[config.mk]
export PLATFORM = sky130hd
export DESIGN_NAME = plal_cell
export DESIGN_NICKNAME = d
export VERILOG_FILES = /design/src/rtl/plal_pkg.sv /design/src/rtl/plal_cell.sv
export SDC_FILE = /design/constraint.sdc
export NUM_CORES = 1
export LEC_CHECK = 0
export BUFFER_PORTS_ARGS = -buffer_cell sky130_fd_sc_hd__buf_2
export CELL_PAD_IN_SITES_DETAIL_PLACEMENT = 0
export CELL_PAD_IN_SITES_GLOBAL_PLACEMENT = 1
export CORE_AREA = 2 2 229 231
export CTS_CLUSTER_SIZE = 16
export DETAILED_ROUTE_END_ITERATION = 16
export DIE_AREA = 0 0 231 233
export PLACE_DENSITY_LB_ADDON = 0.1
export SYNTH_ARGS = -nofsm -noshare
export SYNTH_HDL_FRONTEND = slang
export SYNTH_SLANG_ARGS = --single-unit
[constraint.sdc]
create_clock -name clk -period 3.1 [get_ports clk]
set_clock_uncertainty 0.15 [all_clocks]
set_input_delay 0.155 -clock clk [delete_from_list [all_inputs] [get_ports clk]]
set_output_delay 0.155 -clock clk [all_outputs]
set_load 0.05 [all_outputs]
[src/rtl/plal_pkg.sv]
`timescale 1ns / 1ps
// ----------------------------------------------------------------------------
// plal_pkg
// Shared types and constants for the piecewise-linear area lookup.
// ----------------------------------------------------------------------------
package plal_pkg;

  localparam int LevelW = 32;
  localparam int AreaW  = 32;
  localparam int PcW    = 5;
  localparam int AddrW  = 3;

  localparam logic [AddrW-1:0] ADDR_POINT_COUNT = 3'd0;

  localparam logic FUNC_LOAD  = 1'b0;
  localparam logic FUNC_QUERY = 1'b1;

  localparam logic [1:0] REG_BELOW  = 2'd0;
  localparam logic [1:0] REG_INTERP = 2'd1;
  localparam logic [1:0] REG_BEYOND = 2'd2;

  typedef enum logic [2:0] {
    ST_IDLE,
    ST_SCAN,
    ST_MUL,
    ST_DSTART,
    ST_DIV,
    ST_DONE
  } plal_state_t;

  // Query token that walks the cell row
  typedef struct packed {
    logic                     valid;
    logic                     found;
    logic [1:0]               region;
    logic signed [LevelW-1:0] query;
    logic signed [LevelW-1:0] lo;
    logic signed [LevelW-1:0] hi;
    logic [AreaW-1:0]         a0;
    logic [AreaW-1:0]         a1;
    logic [AreaW-1:0]         last_area;
    logic signed [LevelW-1:0] prev_level;
    logic [AreaW-1:0]         prev_area;
  } plal_tok_t;

endpackage

[src/rtl/plal_cell.sv]
`timescale 1ns / 1ps
// ----------------------------------------------------------------------------
// plal_cell
// One breakpoint: holds a level/area pair and tests the passing query token.
// ----------------------------------------------------------------------------
module plal_cell import plal_pkg::*; #(
  parameter int MAX_POINTS = 16,
  parameter int IDX        = 0,
  localparam int NW        = $clog2(MAX_POINTS + 1)
) (
  input  logic                     clk,
  input  logic                     rst_n,
  input  logic                     wr_en,
  input  logic signed [LevelW-1:0] wr_level,
  input  logic [AreaW-1:0]         wr_area,
  input  logic [NW-1:0]            used,
  input  plal_tok_t                tok_in,
  output plal_tok_t                tok_out_r
);

  logic signed [LevelW-1:0] level_r;
  logic [AreaW-1:0]         area_r;
  plal_tok_t                tok_nxt;

  always_ff @(posedge clk) begin
    if (wr_en) begin
      level_r <= wr_level;
      area_r  <= wr_area;
    end
  end

  always_comb begin
    tok_nxt = tok_in;
    if (tok_in.valid && !tok_in.found) begin
      if (IDX == 0) begin
        if (tok_in.query <= level_r) begin
          tok_nxt.found  = 1'b1;
          tok_nxt.region = REG_BELOW;
          tok_nxt.a0     = area_r;
        end
      end else if ((NW'(IDX) < used) && (tok_in.query < level_r)) begin
        tok_nxt.found  = 1'b1;
        tok_nxt.region = REG_INTERP;
        tok_nxt.lo     = tok_in.prev_level;
        tok_nxt.a0     = tok_in.prev_area;
        tok_nxt.hi     = level_r;
        tok_nxt.a1     = area_r;
      end
    end
    if (NW'(IDX + 1) == used) begin
      tok_nxt.last_area = area_r;
    end
    tok_nxt.prev_level = level_r;
    tok_nxt.prev_area  = area_r;
  end

  // only the valid bit is cleared by reset; the payload just follows
  always_ff @(posedge clk) begin
    if (!rst_n) begin
      tok_out_r.valid <= 1'b0;
    end else begin
      tok_out_r <= tok_nxt;
    end
  end

endmodule

==> results.txt <==
Post-synthesis mux area share = 0.06387
Worst path top cell family by delay = simple AND/OR/NAND/NOR gates
Final non-filler cell total = 2065
Worst Slack Setup Final = 0.1613 ns
Worst-case vdd ir drop = 0.4030 mV
Setup bufs post-CTS = 0
DR vias/cell = 3.771
Cell Area, Placed = 0.01503 mm²
WP buf/inv = 2
Yosys reg bits = 324
Clk slew on worst S/H paths = 0.06 ns
Gr usage total = 0.1353
# DRC = 0
Post-Syn Area = 0.01140 mm²
Adder-Cell Fraction of Synth Area = 0.03512
RR Startpoint = level_r[15]
Worst path depth = 8
Worst Path Arrival = 3.08 ns
Final Util = 0.3693
Initial antenna violation count = 3
Hold WC Path Type = input port to register
CP required = 3.24 ns
Sequential cell area = 0.009719 mm²
Worst slew pin tran = 0.6373 ns
Critical path startpoint category = register
Critical Path Start = level_r[15]
Largest net degree at the start of global routing = 73
CTS Root Cell = clkbuf_16
R2R Path End = tok_out_r[128]
CP Class = register to register
Outcome = completed
Max Root-Sink Buffers = 3
Final period util = 0.9480
Critical-path cell list = inv_1, ha_1, nand4_1, nor4_1, a2bb2oi_1, o32ai_4, buf_12, mux2_2
Leakage = 7.790 nW
Wire per inst = 18.35 µm
Post-layout minimum cycle time = 2.939 ns
Pwr/cell area = 617.3 mW/mm²
Complex-gate fraction of the synthesized area = 0.01844
Chip height = 233 µm
Placer Congestion = 0.7495
Max cap viols = 0
Syn Area/Cell = 22.05 µm²
Slew HR = 0.5751
Post-DRT Antenna Nets = 0
Vias = 7788
Slowest CP cell = nor4_1
Port Buffers = 527
Filler cells = 5054
Synth unique cells = 32
Initial Utilization = 0.2231
Place WS = 0.1232 ns
Num CTS Buffers = 40
Worst path max stage delay = 0.49 ns
Fin nets = 1717
Rows = 83
Area delta synth->final = 65.51%
Vias in the first global route = 8289
Simple-gate portion of the synthesized area = 0.01525
Crit path capture type = register
Clk Latency, worst-skew pair = 0.55 ns
Flop2flop setup slack = 0.16 ns
DRT Wirelength = 37900 µm
Worst setup endpoint = tok_out_r[128]
Reg2reg path depth = 8
Clock Sinks = 324
Pins Over Slew Limit = 0
Remaining global-route overflow = 0
First-pass DRT Iterations = 4
Detailed Place HPWL = 27260 µm
Multi-input gate area = 0.001525 mm²
CTS tree = yes
Cells after DPL = 1729
Post-synthesis cell count = 517
Setup TNS Final = 0 ns
I/O Pins = 592
Fraction of layout cells with a size suffix above 1 = 0.4768
Ys Warns = 0
FMAX = 340.3 MHz
DR iter-0 viols = 203
XOR/XNOR Fraction of Synth Area = 0
Syn Nets = 881
Largest family of logic cells by synthesized area = multiplexers
Setup violators final = 0
Cell area after layout = 0.01887 mm²
Final hold violation count = 0
Seq/Total Area, Yosys = 0.8525
Die ar. = 0.05382 mm²
Die Wd = 231 µm
First-pass GRT wire length = 53340 µm
H-tree levels = 2
Worst Path Max Fanout = 19
Core footprint = 0.05109 mm²
Unrepaired setup endpoints after global routing = false
-- through the flow --
| step | power [mW] | hold WS, ns |
|---|---|---|
| finish | 11.65 | 0.1661 |
| global route | 12.15 | 0.1311 |
| CTS | 11.88 | 0.1131 |
| detailed placement | 7.134 | 0.1832 |
| global placement | 7.130 | 0.1809 |
| floorplan | 6.483 | 0.1039 |
-- worst min-delay path by stage --
| stage | from | end | slack [ns] | cells past startpoint |
|---|---|---|---|---|
| 2_1_floorplan | wr_area[0] | area_r[0] | 0.10 | 0 |
| 3_3_place_gp | wr_area[1] | area_r[1] | 0.18 | 1 |
| 3_5_place_dp | tok_in[198] | tok_out_r[198] | 0.18 | 1 |
| 4_1_cts | wr_area[9] | area_r[9] | 0.11 | 2 |
| 5_1_grt | wr_area[22] | area_r[22] | 0.13 | 2 |
| 6_report | tok_in[107] | tok_out_r[107] | 0.17 | 2 |
-- registers in the layout, indices dropped and copies added (netlist names) --
name,cells
tok_out_r,260
area_r,32
level_r,32
-- layer usage --
| metal | global-route usage | wire length (µm) |
|---|---|---|
| met5 | 0 | 0 |
| met4 | 0.05605 | 1162 |
| met3 | 0.05025 | 3385 |
| met2 | 0.2401 | 19280 |
| met1 | 0.1447 | 14070 |
-- area by class of cell --
class,count,area share
multi-input combinational,154,0.08083
inverter,33,0.006565
clock buffer,51,0.05524
timing repair buffer,800,0.2884
sequential,324,0.5151
clock inverter,20,0.008355
tap,680,0.04509
antenna,3,0.0003979
-- layout by cell type, fill, tap and decap left out, types with 2 or more instances in the layout --
master,instances
nor4_1,2
buf_12,7
clkinvlp_4,2
clkinv_2,4
clkbuf_16,40
a21o_1,5
o211ai_1,2
mux2_2,62
nand2_1,5
clkinv_1,10
nand4_1,9
inv_1,33
edfxtp_1,323
clkbuf_1,11
dlygate4sd3_1,262
buf_2,525
mux2_4,2
o21ai_0,2
ha_1,32
and2b_2,2
a21oi_1,10
nand3_1,5
bufinv_16,2
buf_4,5
diode_2,3
-- cells by family after synthesis --
logic type / Yosys count
AO/OA/AOI/OAI: 28
adder cells (fa/ha/maj): 32
buffers and inverters: 39
flip-flops: 324
multiplexers: 64
AND/OR/NAND/NOR: 30
-- power by group --
group          switching [mW]  leakage [nW]  total (mW)  internal, mW
Clock                    1.82         0.577        4.35          2.54
Sequential             0.0932          3.17        5.30          5.20
Combinational            1.35          4.04        2.00         0.645
-- what timing repair did --
| item | 4_1_cts | 5_1_grt |
|---|---|---|
| hold buffers | 262 | 0 |
| gates resized for setup | 0 | 1 |
| endpoints found under the setup margin | 0 | 11 |
| hold endpoints to repair | 358 | 0 |
-- cells in the mapped netlist (all sizes together) --
| master | count | share of area |
|---|---|---|
| nor3 | 1 | 0.00044 |
| and4 | 1 | 0.00088 |
| o21ai | 2 | 0.00088 |
| a211oi | 1 | 0.00066 |
| o21a | 1 | 0.00066 |
| and2 | 1 | 0.00055 |
| clkbuf | 3 | 0.00099 |
| nor4 | 3 | 0.0016 |
| ha | 32 | 0.035 |
| buf | 3 | 0.0030 |
| a21o | 5 | 0.0033 |
| a21oi | 10 | 0.0044 |
| nand2 | 5 | 0.0016 |
| o211a | 1 | 0.00088 |
| and2b | 2 | 0.0015 |
| nor2 | 1 | 0.00033 |
| edfxtp | 323 | 0.85 |
| mux2 | 64 | 0.064 |
| a211o | 1 | 0.00088 |
| nand3 | 5 | 0.0022 |
| o31a | 1 | 0.00077 |
| nand2b | 1 | 0.00055 |
| inv | 33 | 0.011 |
| a221oi | 1 | 0.00077 |
| a2111oi | 1 | 0.00077 |
| o211ai | 2 | 0.0013 |
| nor2b | 1 | 0.00055 |
| dfxtp | 1 | 0.0018 |
| nand4 | 9 | 0.0049 |
| o32ai | 1 | 0.0024 |
| a2bb2oi | 1 | 0.00077 |
Note: power is estimated with default switching activity, not from simulation.
