==> src/rtl/plal_pkg.sv <==
`timescale 1ns / 1ps
// ----------------------------------------------------------------------------
// plal_pkg
// Shared types and constants for the piecewise-linear area lookup.
// ----------------------------------------------------------------------------
package plal_pkg;

  localparam int LevelW = 32;
  localparam int AreaW  = 32;
  localparam int PcW    = 5;
  localparam int AddrW  = 3;

  localparam logic [AddrW-1:0] ADDR_POINT_COUNT = 3'd0;

  localparam logic FUNC_LOAD  = 1'b0;
  localparam logic FUNC_QUERY = 1'b1;

  localparam logic [1:0] REG_BELOW  = 2'd0;
  localparam logic [1:0] REG_INTERP = 2'd1;
  localparam logic [1:0] REG_BEYOND = 2'd2;

  typedef enum logic [2:0] {
    ST_IDLE,
    ST_SCAN,
    ST_MUL,
    ST_DSTART,
    ST_DIV,
    ST_DONE
  } plal_state_t;

  // Query token that walks the cell row
  typedef struct packed {
    logic                     valid;
    logic                     found;
    logic [1:0]               region;
    logic signed [LevelW-1:0] query;
    logic signed [LevelW-1:0] lo;
    logic signed [LevelW-1:0] hi;
    logic [AreaW-1:0]         a0;
    logic [AreaW-1:0]         a1;
    logic [AreaW-1:0]         last_area;
    logic signed [LevelW-1:0] prev_level;
    logic [AreaW-1:0]         prev_area;
  } plal_tok_t;

endpackage

==> src/rtl/plal_div.sv <==
`timescale 1ns / 1ps
// ----------------------------------------------------------------------------
// plal_div
// Restoring divider, one quotient bit per cycle; quotient must fit 32 bits.
// ----------------------------------------------------------------------------
module plal_div import plal_pkg::*; (
  input  logic        clk,
  input  logic        rst_n,
  input  logic        start,
  input  logic [63:0] num,
  input  logic [31:0] den,
  output logic        done_r,
  output logic [31:0] quo_r,
  output logic        rem_nz
);

  logic        busy_r;
  logic [5:0]  cnt_r;
  logic [31:0] rem_r;
  logic [31:0] low_r;
  logic [31:0] den_r;
  logic [32:0] rem_sh;
  logic        take;

  assign rem_sh = {rem_r, low_r[31]};
  assign take   = rem_sh >= {1'b0, den_r};
  assign rem_nz = rem_r != '0;

  always_ff @(posedge clk) begin
    if (!rst_n) begin
      busy_r <= 1'b0;
      done_r <= 1'b0;
      cnt_r  <= '0;
    end else begin
      done_r <= 1'b0;
      if (start) begin
        busy_r <= 1'b1;
        cnt_r  <= '0;
      end else if (busy_r) begin
        cnt_r <= cnt_r + 6'd1;
        if (cnt_r == 6'd31) begin
          busy_r <= 1'b0;
          done_r <= 1'b1;
        end
      end
    end
  end

  always_ff @(posedge clk) begin
    if (start) begin
      rem_r <= num[63:32];
      low_r <= num[31:0];
      den_r <= den;
    end else if (busy_r) begin
      rem_r <= take ? 32'(rem_sh - {1'b0, den_r}) : rem_sh[31:0];
      low_r <= {low_r[30:0], 1'b0};
      quo_r <= {quo_r[30:0], take};
    end
  end

endmodule

==> config.mk <==
export PLATFORM = sky130hd
export DESIGN_NAME = plal_div
export DESIGN_NICKNAME = d
export VERILOG_FILES = /design/src/rtl/plal_pkg.sv /design/src/rtl/plal_div.sv
export SDC_FILE = /design/constraint.sdc
export NUM_CORES = 1
export LEC_CHECK = 0
export CAP_MARGIN = 0
export CORE_UTILIZATION = 58
export DETAILED_ROUTE_END_ITERATION = 8
export DONT_BUFFER_PORTS = 1
export PLACE_DENSITY = 0.73
export SLEW_MARGIN = 25
export SYNTH_ARGS = -nofsm -noshare
export SYNTH_HDL_FRONTEND = slang
export SYNTH_SLANG_ARGS = --single-unit
==> constraint.sdc <==
create_clock -name clk -period 2.6 [get_ports clk]
set_input_delay 0.39 -clock clk [delete_from_list [all_inputs] [get_ports clk]]
set_output_delay 0.39 -clock clk [all_outputs]
set_load 0.01 [all_outputs]
==> results of run 1 <==
-- power by group --
| group | internal [uW] | switching (uW) | total, uW | leakage [uW] |
|---|---|---|---|---|
| clock network | 1410 | 976 | 2390 | 0.000273 |
| logic | 4030 | 3910 | 7940 | 0.00226 |
| registers | 2910 | 298 | 3210 | 0.00132 |
-- registers in the layout, indices dropped and copies added, names as in the netlist --
name / cells
quo_r: 32
busy_r: 1
cnt_r: 6
den_r: 32
low_r: 32
rem_r: 32
done_r: 1
-- through the flow --
step	util [%]	power (uW)	hold WS, ns	TNS (ns)	instances
2_1_floorplan	-	6288	0.4245	-0.5434	592
3_3_place_gp	66.97	7939	0.4481	-3.945	818
3_5_place_dp	66.97	8077	0.4501	-7.251	818
4_1_cts	77.79	12110	0.04471	-5.539	877
5_1_grt	81.68	14050	0.03051	-11.19	895
6_report	81.68	13530	0.04935	-8.958	895
-- what timing repair did --
| action | CTS | global route |
|---|---|---|
| setup endpoints to repair | 33 | 32 |
| buffers inserted | 22 | 22 |
| resized for setup | 102 | 72 |
| cloned | 5 | 0 |
| pin swaps | 16 | 25 |
-- kinds of logic (layout without fill, tap and decap cells) --
kind of cell / count (synthesis) / in the layout / synth area share [%]
compound gates: 130 / 130 / 12.14
mux: 53 / 53 / 8.320
buf+inv: 64 / 220 / 3.713
simple gates: 146 / 146 / 10.16
xor+xnor: 29 / 29 / 3.556
flops: 136 / 136 / 56.05
fa+ha+maj: 34 / 34 / 6.061
-- critical path: stages (launching register included) --
cell	delay, ns
sky130_fd_sc_hd__edfxtp_1	0.48
sky130_fd_sc_hd__buf_4	0.20
sky130_fd_sc_hd__fa_2	0.39
sky130_fd_sc_hd__a21o_1	0.21
sky130_fd_sc_hd__a221oi_4	0.34
sky130_fd_sc_hd__o41ai_4	0.12
sky130_fd_sc_hd__o21a_4	0.23
sky130_fd_sc_hd__buf_6	0.12
sky130_fd_sc_hd__o31ai_4	0.22
sky130_fd_sc_hd__xnor2_2	0.16
sky130_fd_sc_hd__nand2_1	0.08
sky130_fd_sc_hd__o21ai_1	0.11
sky130_fd_sc_hd__o21ai_1	0.09
-- final cells by class --
class,count,area (sq um)
clock inverter,15,152.6
fill,613,2201
multi-input combinational,392,3641
inverter,43,161.4
tap,147,183.9
sequential,136,4004
clock buffer,17,425.4
timing repair buffer,145,1242
-- cell usage in the layout (no fill, tap or decap), types with 4 or more instances in the layout --
master / count
sky130_fd_sc_hd__a21o_1: 14
sky130_fd_sc_hd__a21oi_1: 27
sky130_fd_sc_hd__a21oi_2: 19
sky130_fd_sc_hd__a21oi_4: 5
sky130_fd_sc_hd__buf_12: 4
sky130_fd_sc_hd__buf_4: 122
sky130_fd_sc_hd__buf_6: 17
sky130_fd_sc_hd__clkbuf_16: 17
sky130_fd_sc_hd__clkinvlp_4: 4
sky130_fd_sc_hd__dfxtp_1: 8
sky130_fd_sc_hd__edfxtp_1: 128
sky130_fd_sc_hd__ha_1: 18
sky130_fd_sc_hd__ha_2: 4
sky130_fd_sc_hd__ha_4: 11
sky130_fd_sc_hd__inv_1: 41
sky130_fd_sc_hd__mux2_2: 38
sky130_fd_sc_hd__mux2_4: 10
sky130_fd_sc_hd__mux2i_1: 5
sky130_fd_sc_hd__nand2_1: 23
sky130_fd_sc_hd__nand2_2: 5
sky130_fd_sc_hd__nand3_1: 10
sky130_fd_sc_hd__nand4_1: 10
sky130_fd_sc_hd__nor2_1: 32
sky130_fd_sc_hd__nor2_2: 7
sky130_fd_sc_hd__nor2_4: 7
sky130_fd_sc_hd__nor3_1: 4
sky130_fd_sc_hd__nor3_2: 4
sky130_fd_sc_hd__nor4_1: 10
sky130_fd_sc_hd__o21ai_0: 7
sky130_fd_sc_hd__o21ai_1: 11
sky130_fd_sc_hd__o21ai_2: 8
sky130_fd_sc_hd__o21ai_4: 4
sky130_fd_sc_hd__xnor2_1: 12
sky130_fd_sc_hd__xor2_1: 13
-- per-layer routing --
| layer | global-route usage, % | routed length, um | vias up |
|---|---|---|---|
| met3 | 10.07 | 1900 | 87 |
| met1 | 36.51 | 7785 | 2778 |
| met2 | 49.38 | 10030 | 348 |
| met4 | 12.28 | 952 | 0 |
| li1 | - | - | 2491 |
| met5 | 0 | 0 | - |
-- how the worst max path moves through the flow --
stage                        startpoint                   to  slack [ns]
floorplan           low_r[31]$_DFFE_PP_  rem_r[16]$_DFFE_PP_       -0.13
global placement    low_r[31]$_DFFE_PP_  rem_r[24]$_DFFE_PP_       -0.26
detailed placement  rem_r[23]$_DFFE_PP_  rem_r[27]$_DFFE_PP_       -0.33
CTS                 low_r[31]$_DFFE_PP_  rem_r[24]$_DFFE_PP_       -0.25
global route         rem_r[0]$_DFFE_PP_  rem_r[23]$_DFFE_PP_       -0.44
finish               rem_r[0]$_DFFE_PP_  rem_r[22]$_DFFE_PP_       -0.40
==> impl_results.rst, run 1 <==
.. list-table::
   :header-rows: 1

   * - Metric
     - Value
   * - Run status
     - finished, violations left
   * - Violations in the final reports
     - setup timing
   * - Relative area change from synthesis to final layout
     - 37.34%
   * - Critical path required time
     - approximately 2.8 ns
   * - Cells after synthesis
     - 592
   * - Net count of the mapped netlist
     - ~730
   * - Final worst path period need
     - roughly 3.0 ns
   * - Mean area per synthesized cell
     - 12.07 sq um
   * - Clock tree from TritonCTS
     - built
   * - Share of the cycle needed by the critical path after routing
     - 115.4%
   * - Initial antenna violation count
     - 0
   * - Core region area
     - about 0.012 sq mm
   * - Clock Latency Late Sink
     - roughly 0.43 ns
   * - Post-synthesis instance area
     - 0.007143 sq mm
   * - Detailed-route wire length
     - a little over 20,000 um
   * - Smallest setup slack after layout
     - -0.4007 ns
   * - Antenna diodes
     - 0
   * - Clock sink count
     - about 140
   * - FF-to-FF Start
     - rem_r[0]$_DFFE_PP_
   * - Setup WS pre-CTS
     - -0.3325 ns
   * - Reg clk slew, reported paths
     - around 0.07 ns
   * - DIE AREA
     - 0.01276 sq mm
   * - Critical path endpoint category
     - flip-flop
   * - Clk root buf
     - sky130_fd_sc_hd__clkbuf_16
   * - Post-DRT Antenna Nets
     - 0
   * - # rows
     - 40
   * - Final-report setup violation count
     - 33
   * - Count of vias placed by the detailed router
     - between 5,000 and 6,000
   * - Proportion of synthesized chip area in sequential cells
     - between 50% and 60%
   * - Worst setup slack for register-to-register paths
     - -0.40 ns
   * - Starting utilization of the core area
     - between 50 and 60%
   * - Total number of H-tree levels
     - 4
   * - Avg Vias per Cell
     - between 6 and 7
   * - Horizontal die dimension
     - 113.0 um
   * - Detailed Route Iter0 Violations
     - roughly 460
   * - # nets final
     - 868
   * - Critical path startpoint category
     - flip-flop
   * - Dominant cell by count in the synthesized netlist
     - sky130_fd_sc_hd__edfxtp_1
   * - Endpoint of the worst hold-timing path
     - den_r[27]$_DFFE_PP_
   * - Post-route cell area
     - between 0.009 and 0.01 sq mm
   * - Hold path startpoint
     - den[27]
   * - Achievable Freq
     - about 330 MHz
   * - Max transition margin
     - between 50% and 60%
   * - Top-area cell type share of the netlist area
     - 53.81%
   * - Maximum root-to-sink buffer count
     - 2
   * - Final Hold Vio Count
     - 0
   * - Yosys warning count
     - 0
   * - Critical Path Fanout Max
     - 3
   * - Clock buffers created by TritonCTS
     - 17
   * - Detailed-routing iteration count for the pre-antenna-repair pass
     - 6
   * - Critical Setup Path Class
     - reg2reg
   * - Most area-consuming cells after synthesis
     - sky130_fd_sc_hd__edfxtp_1 (54%), sky130_fd_sc_hd__mux2_2 (7.4%), sky130_fd_sc_hd__ha_1 (5.8%)
   * - Worst Reg2Reg Path Length in Cells
     - 12
   * - Number of flops mapped to enable cells by yosys
     - roughly 130
   * - Proportion of layout cells with a drive suffix above 1
     - a little under half
   * - Leakage dissipation
     - 0.003853 uW
   * - Synth area leader
     - sky130_fd_sc_hd__edfxtp_1
   * - Final global-route overflow total
     - 0
   * - CTS Hold Bufs
     - 0
   * - Final Slew Violations
     - 0
   * - Setup repair after global routing missed its margin
     - true
   * - FF+latch count, synth
     - 136
   * - Global-route usage over all layers
     - a little under a third
   * - Max Cap Viol
     - 0
   * - Wirelength per Cell
     - about 23 um
   * - Global-route wire length before repair
     - approximately 29,000 um
   * - Estimated wirelength of the detail-placed design
     - roughly 11,000 um
   * - Class of the tightest hold or removal check
     - in2reg
   * - Share of async-settable or async-resettable flops after synthesis
     - 0%
   * - Drt drc
     - 0
   * - Cell area power density
     - about 1400 mW/mm^2
   * - Instance area after placement
     - between 0.008 and 0.009 sq mm
   * - Worst-Margin Slew
     - about 0.63 ns
   * - Worst reg2reg path endpoint
     - rem_r[22]$_DFFE_PP_
   * - Worst endpoint data arrival time
     - roughly 3.2 ns
   * - Cell depth of the worst hold path
     - 0
   * - Via count of the first global-routing pass
     - between 5,000 and 6,000
   * - Top cells by count, synth
     - sky130_fd_sc_hd__edfxtp_1 (128), sky130_fd_sc_hd__a21oi_1 (47), sky130_fd_sc_hd__mux2_2 (47)
   * - Vertical die dimension
     - roughly 110 um
   * - Netlist cell types
     - 62
   * - Clock Skew
     - 0.01611 ns
   * - Maximum resistive drop on vdd
     - between 0.6 and 0.7 mV
   * - Number of port buffers
     - 0
   * - Dominant register cell in the synthesized netlist
     - sky130_fd_sc_hd__edfxtp_1
   * - Count of pins on the block boundary
     - around 130
   * - Final weighted congestion of routability-driven global placement
     - 0.8888
   * - Largest net degree at the start of global routing
     - slightly below 90
No activity file was read; power rests on OpenSTA's default activity.
==> run 2: changes to the inputs <==
--- a/config.mk
+++ b/config.mk
@@ -5,11 +5,12 @@
 export SDC_FILE = /design/constraint.sdc
 export NUM_CORES = 1
 export LEC_CHECK = 0
-export CAP_MARGIN = 0
+export CAP_MARGIN = 10
 export CORE_UTILIZATION = 58
 export DETAILED_ROUTE_END_ITERATION = 8
 export DONT_BUFFER_PORTS = 1
 export PLACE_DENSITY = 0.73
+export SKIP_LAST_GASP = 1
 export SLEW_MARGIN = 25
 export SYNTH_ARGS = -nofsm -noshare
 export SYNTH_HDL_FRONTEND = slang
==> run 2 against run 1 <==
  * The flow still finishes with violations (setup timing)
  * Register-to-register slack got worse by 0.16 ns
  * Clock power hardly changed
  * Clock skew decreased by 0.0078 ns
  * Global-route usage shrank 0.61 points
  * Total power is essentially flat
  * Clock-buffer cell count is the same
  * First-iteration DRC count increased by 26%
  * Critical path type unchanged
==> impl_results.rst, run 2 (synthesis gave the netlist of run 1 again) <==
.. list-table::
   :header-rows: 1

   * - Metric
     - Value
   * - DIE AREA
     - about 0.013 sq mm
   * - Master of the slowest instance on the critical path
     - sky130_fd_sc_hd__edfxtp_1
   * - Clock Latency Late Sink
     - around 0.43 ns
   * - Sequential fraction of design power
     - about a quarter
   * - Maximum resistive drop on vdd
     - 0.7073 mV
   * - Max transition margin
     - 61.76%
   * - Clk root buf
     - sky130_fd_sc_hd__clkbuf_16
   * - Instance area after placement
     - 0.008044 sq mm
   * - Final Hold Vio Count
     - 0
   * - Critical Setup Path Class
     - reg2reg
   * - Sum Neg Setup Slack
     - -11.28 ns
   * - Starting utilization of the core area
     - between 50% and 60%
   * - Final weighted congestion of routability-driven global placement
     - approximately 0.89
   * - Critical path endpoint category
     - flip-flop
   * - Detailed-routing iteration count for the pre-antenna-repair pass
     - 5
   * - Sw Pwr
     - a little over 5000 uW
   * - Critical path startpoint category
     - flip-flop
   * - Commonest cells after routing, fill and taps aside
     - sky130_fd_sc_hd__edfxtp_1 (128), sky130_fd_sc_hd__buf_4 (121), sky130_fd_sc_hd__inv_1 (40), sky130_fd_sc_hd__mux2_2 (40), sky130_fd_sc_hd__nor2_1 (33)
   * - Post-route cell area
     - about 0.0098 sq mm
   * - Wirelength per Cell
     - roughly 23 um
   * - Combinational share of power
     - between 50% and 60%
   * - Clk pwr share
     - 17.6%
   * - # nets final
     - slightly below 900
   * - Total number of H-tree levels
     - 4
   * - Antenna diodes
     - 0
   * - Global-route wire length before repair
     - 28,450 um
   * - Initial antenna violation count
     - 0
   * - Count of pins on the block boundary
     - ~130
   * - Run status
     - finished, violations left
   * - Cell breakdown of the critical path
     - ha_4, nor2b_4, o2111ai_4, a31o_1, a31oi_4, a21oi_4, a21oi_4, buf_12, buf_12, nand2_4, a21o_1, o21ai_1
   * - Vertical die dimension
     - 113.0 um
   * - Final Total Pwr
     - 13,520 uW
   * - Detailed-route wire length
     - between 20,000 and 25,000 um
   * - Avg Vias per Cell
     - between 6 and 7
   * - Number of port buffers
     - 0
   * - Final-report setup violation count
     - 34
   * - Maximum root-to-sink buffer count
     - 2
   * - Worst-Margin Slew
     - approximately 0.57 ns
   * - Final worst path period need
     - 3.157 ns
   * - Met3 routed wirelength
     - approximately 1700 um
   * - Final global-route overflow total
     - 0
   * - Count of non-filler cells in the finished layout
     - roughly 900
   * - Leakage dissipation
     - around 0.0038 uW
   * - Placed Cells incl. Taps
     - between 800 and 900
   * - Horizontal die dimension
     - about 110 um
   * - Smallest setup slack after layout
     - -0.5575 ns
   * - Leading cell type in the layout, fill and taps excluded
     - sky130_fd_sc_hd__edfxtp_1
   * - Clock Skew
     - ~0.0083 ns
   * - Relative area change from synthesis to final layout
     - 36.75%
   * - Sequential cell area
     - around 0.0040 sq mm
   * - Reg clk slew, reported paths
     - 0.06 ns
   * - Global-route usage over all layers
     - between 20% and 30%
   * - Clock buffers created by TritonCTS
     - 17
   * - Proportion of layout cells with a drive suffix above 1
     - ~45%
   * - Biggest cell delay along the critical path
     - 0.50 ns
   * - Switch share
     - around two fifths
   * - Filler cell count
     - slightly above 600
   * - Achievable Freq
     - around 320 MHz
   * - Critical Path Fanout Max
     - 8
   * - Worst endpoint data arrival time
     - about 3.4 ns
   * - Post-DRT Antenna Nets
     - 0
   * - Detailed Route Iter0 Violations
     - between 500 and 600
   * - Area of the multi-input gates
     - 0.003596 sq mm
   * - Via count of the first global-routing pass
     - 5,560
   * - Clock sink count
     - ~140
   * - Clock tree from TritonCTS
     - built
   * - Count of vias placed by the detailed router
     - 5,635
   * - Met1 WL
     - 7911 um
   * - Internal portion of total power
     - approximately 8300 uW
   * - Drt drc
     - 0
   * - Cell area power density
     - approximately 1400 mW/mm^2
   * - Length of routed met2 wiring
     - around 10,000 um
   * - Max layer used
     - met4
   * - Class of the tightest hold or removal check
     - in2reg
   * - Share of the cycle needed by the critical path after routing
     - 121.4%
   * - Core region area
     - 0.01201 sq mm
   * - Max Cap Viol
     - 0
   * - # rows
     - 40
   * - Estimated wirelength of the detail-placed design
     - around 11,000 um
   * - Largest net degree at the start of global routing
     - approximately 90
   * - Violations in the final reports
     - setup timing
   * - Critical path required time
     - 2.81 ns
   * - Final Slew Violations
     - 0
   * - Worst setup slack for register-to-register paths
     - -0.56 ns
   * - Setup repair after global routing missed its margin
     - true
[run 2: final cells by class]
| type | count | area share, % |
|---|---|---|
| Clock buffer | 17 | 4.355 |
| Clock inverter | 15 | 1.563 |
| Inverter | 43 | 1.652 |
| Multi-Input combinational cell | 392 | 36.81 |
| Sequential cell | 136 | 40.99 |
| Tap cell | 147 | 1.883 |
| Timing Repair Buffer | 145 | 12.74 |
[run 2: routing by layer]
| layer | track usage (%) | vias up |
|---|---|---|
| met5 | 0 | - |
| met4 | 13.42 | 0 |
| met3 | 10.07 | 87 |
| met2 | 47.90 | 315 |
| met1 | 35.46 | 2745 |
| li1 | - | 2488 |
[run 2: worst max-delay path: cells and delay by family, from the launching register on]
family,cells,cell delay (ns)
buffers and inverters,2,0.29
and+or+nand+nor,2,0.26
AOI/OAI and AO/OA,7,1.54
DFF,1,0.50
adders and majority gates,1,0.33
[run 2: path summary, 6_finish.rpt]
check | from | to | depth (start not counted)
worst max register to register | rem_r[0]$_DFFE_PP_ | rem_r[28]$_DFFE_PP_ | 12
worst min register to register | cnt_r[5]$_SDFFE_PP0P_ | done_r$_SDFF_PP0_ | 1
worst min-delay path | den[2] | den_r[2]$_DFFE_PP_ | 0
worst max-delay path | rem_r[0]$_DFFE_PP_ | rem_r[28]$_DFFE_PP_ | 12
[run 2: power by group through the flow]
stage / Clock (uW) / Combinational [uW] / Sequential [uW]
final: 2380 / 7930 / 3210
after global routing: 2480 / 8310 / 3240
after CTS: 2390 / 6410 / 3160
after detailed placement: 0 / 4920 / 3160
after global placement: 0 / 4790 / 3150
after floorplan: 0 / 3160 / 3130
[run 2: stage by stage]
stage               hold WS [ns]  setup slack [ns]  util, %
CTS                      0.04471           -0.2544    77.28
detailed placement        0.4501           -0.3325    66.97
global placement          0.4481           -0.2626    66.97
finish                   0.05179           -0.5575    81.32
floorplan                 0.4245           -0.1347        -
global route             0.03796           -0.6041    81.32
[run 2: timing repair]
action	4_1_cts	5_1_grt
gates cloned	5	0
setup buffers	22	23
pin swaps	16	34
hold buffers	0	0
gates resized for setup	83	82
setup endpoints to repair	33	32
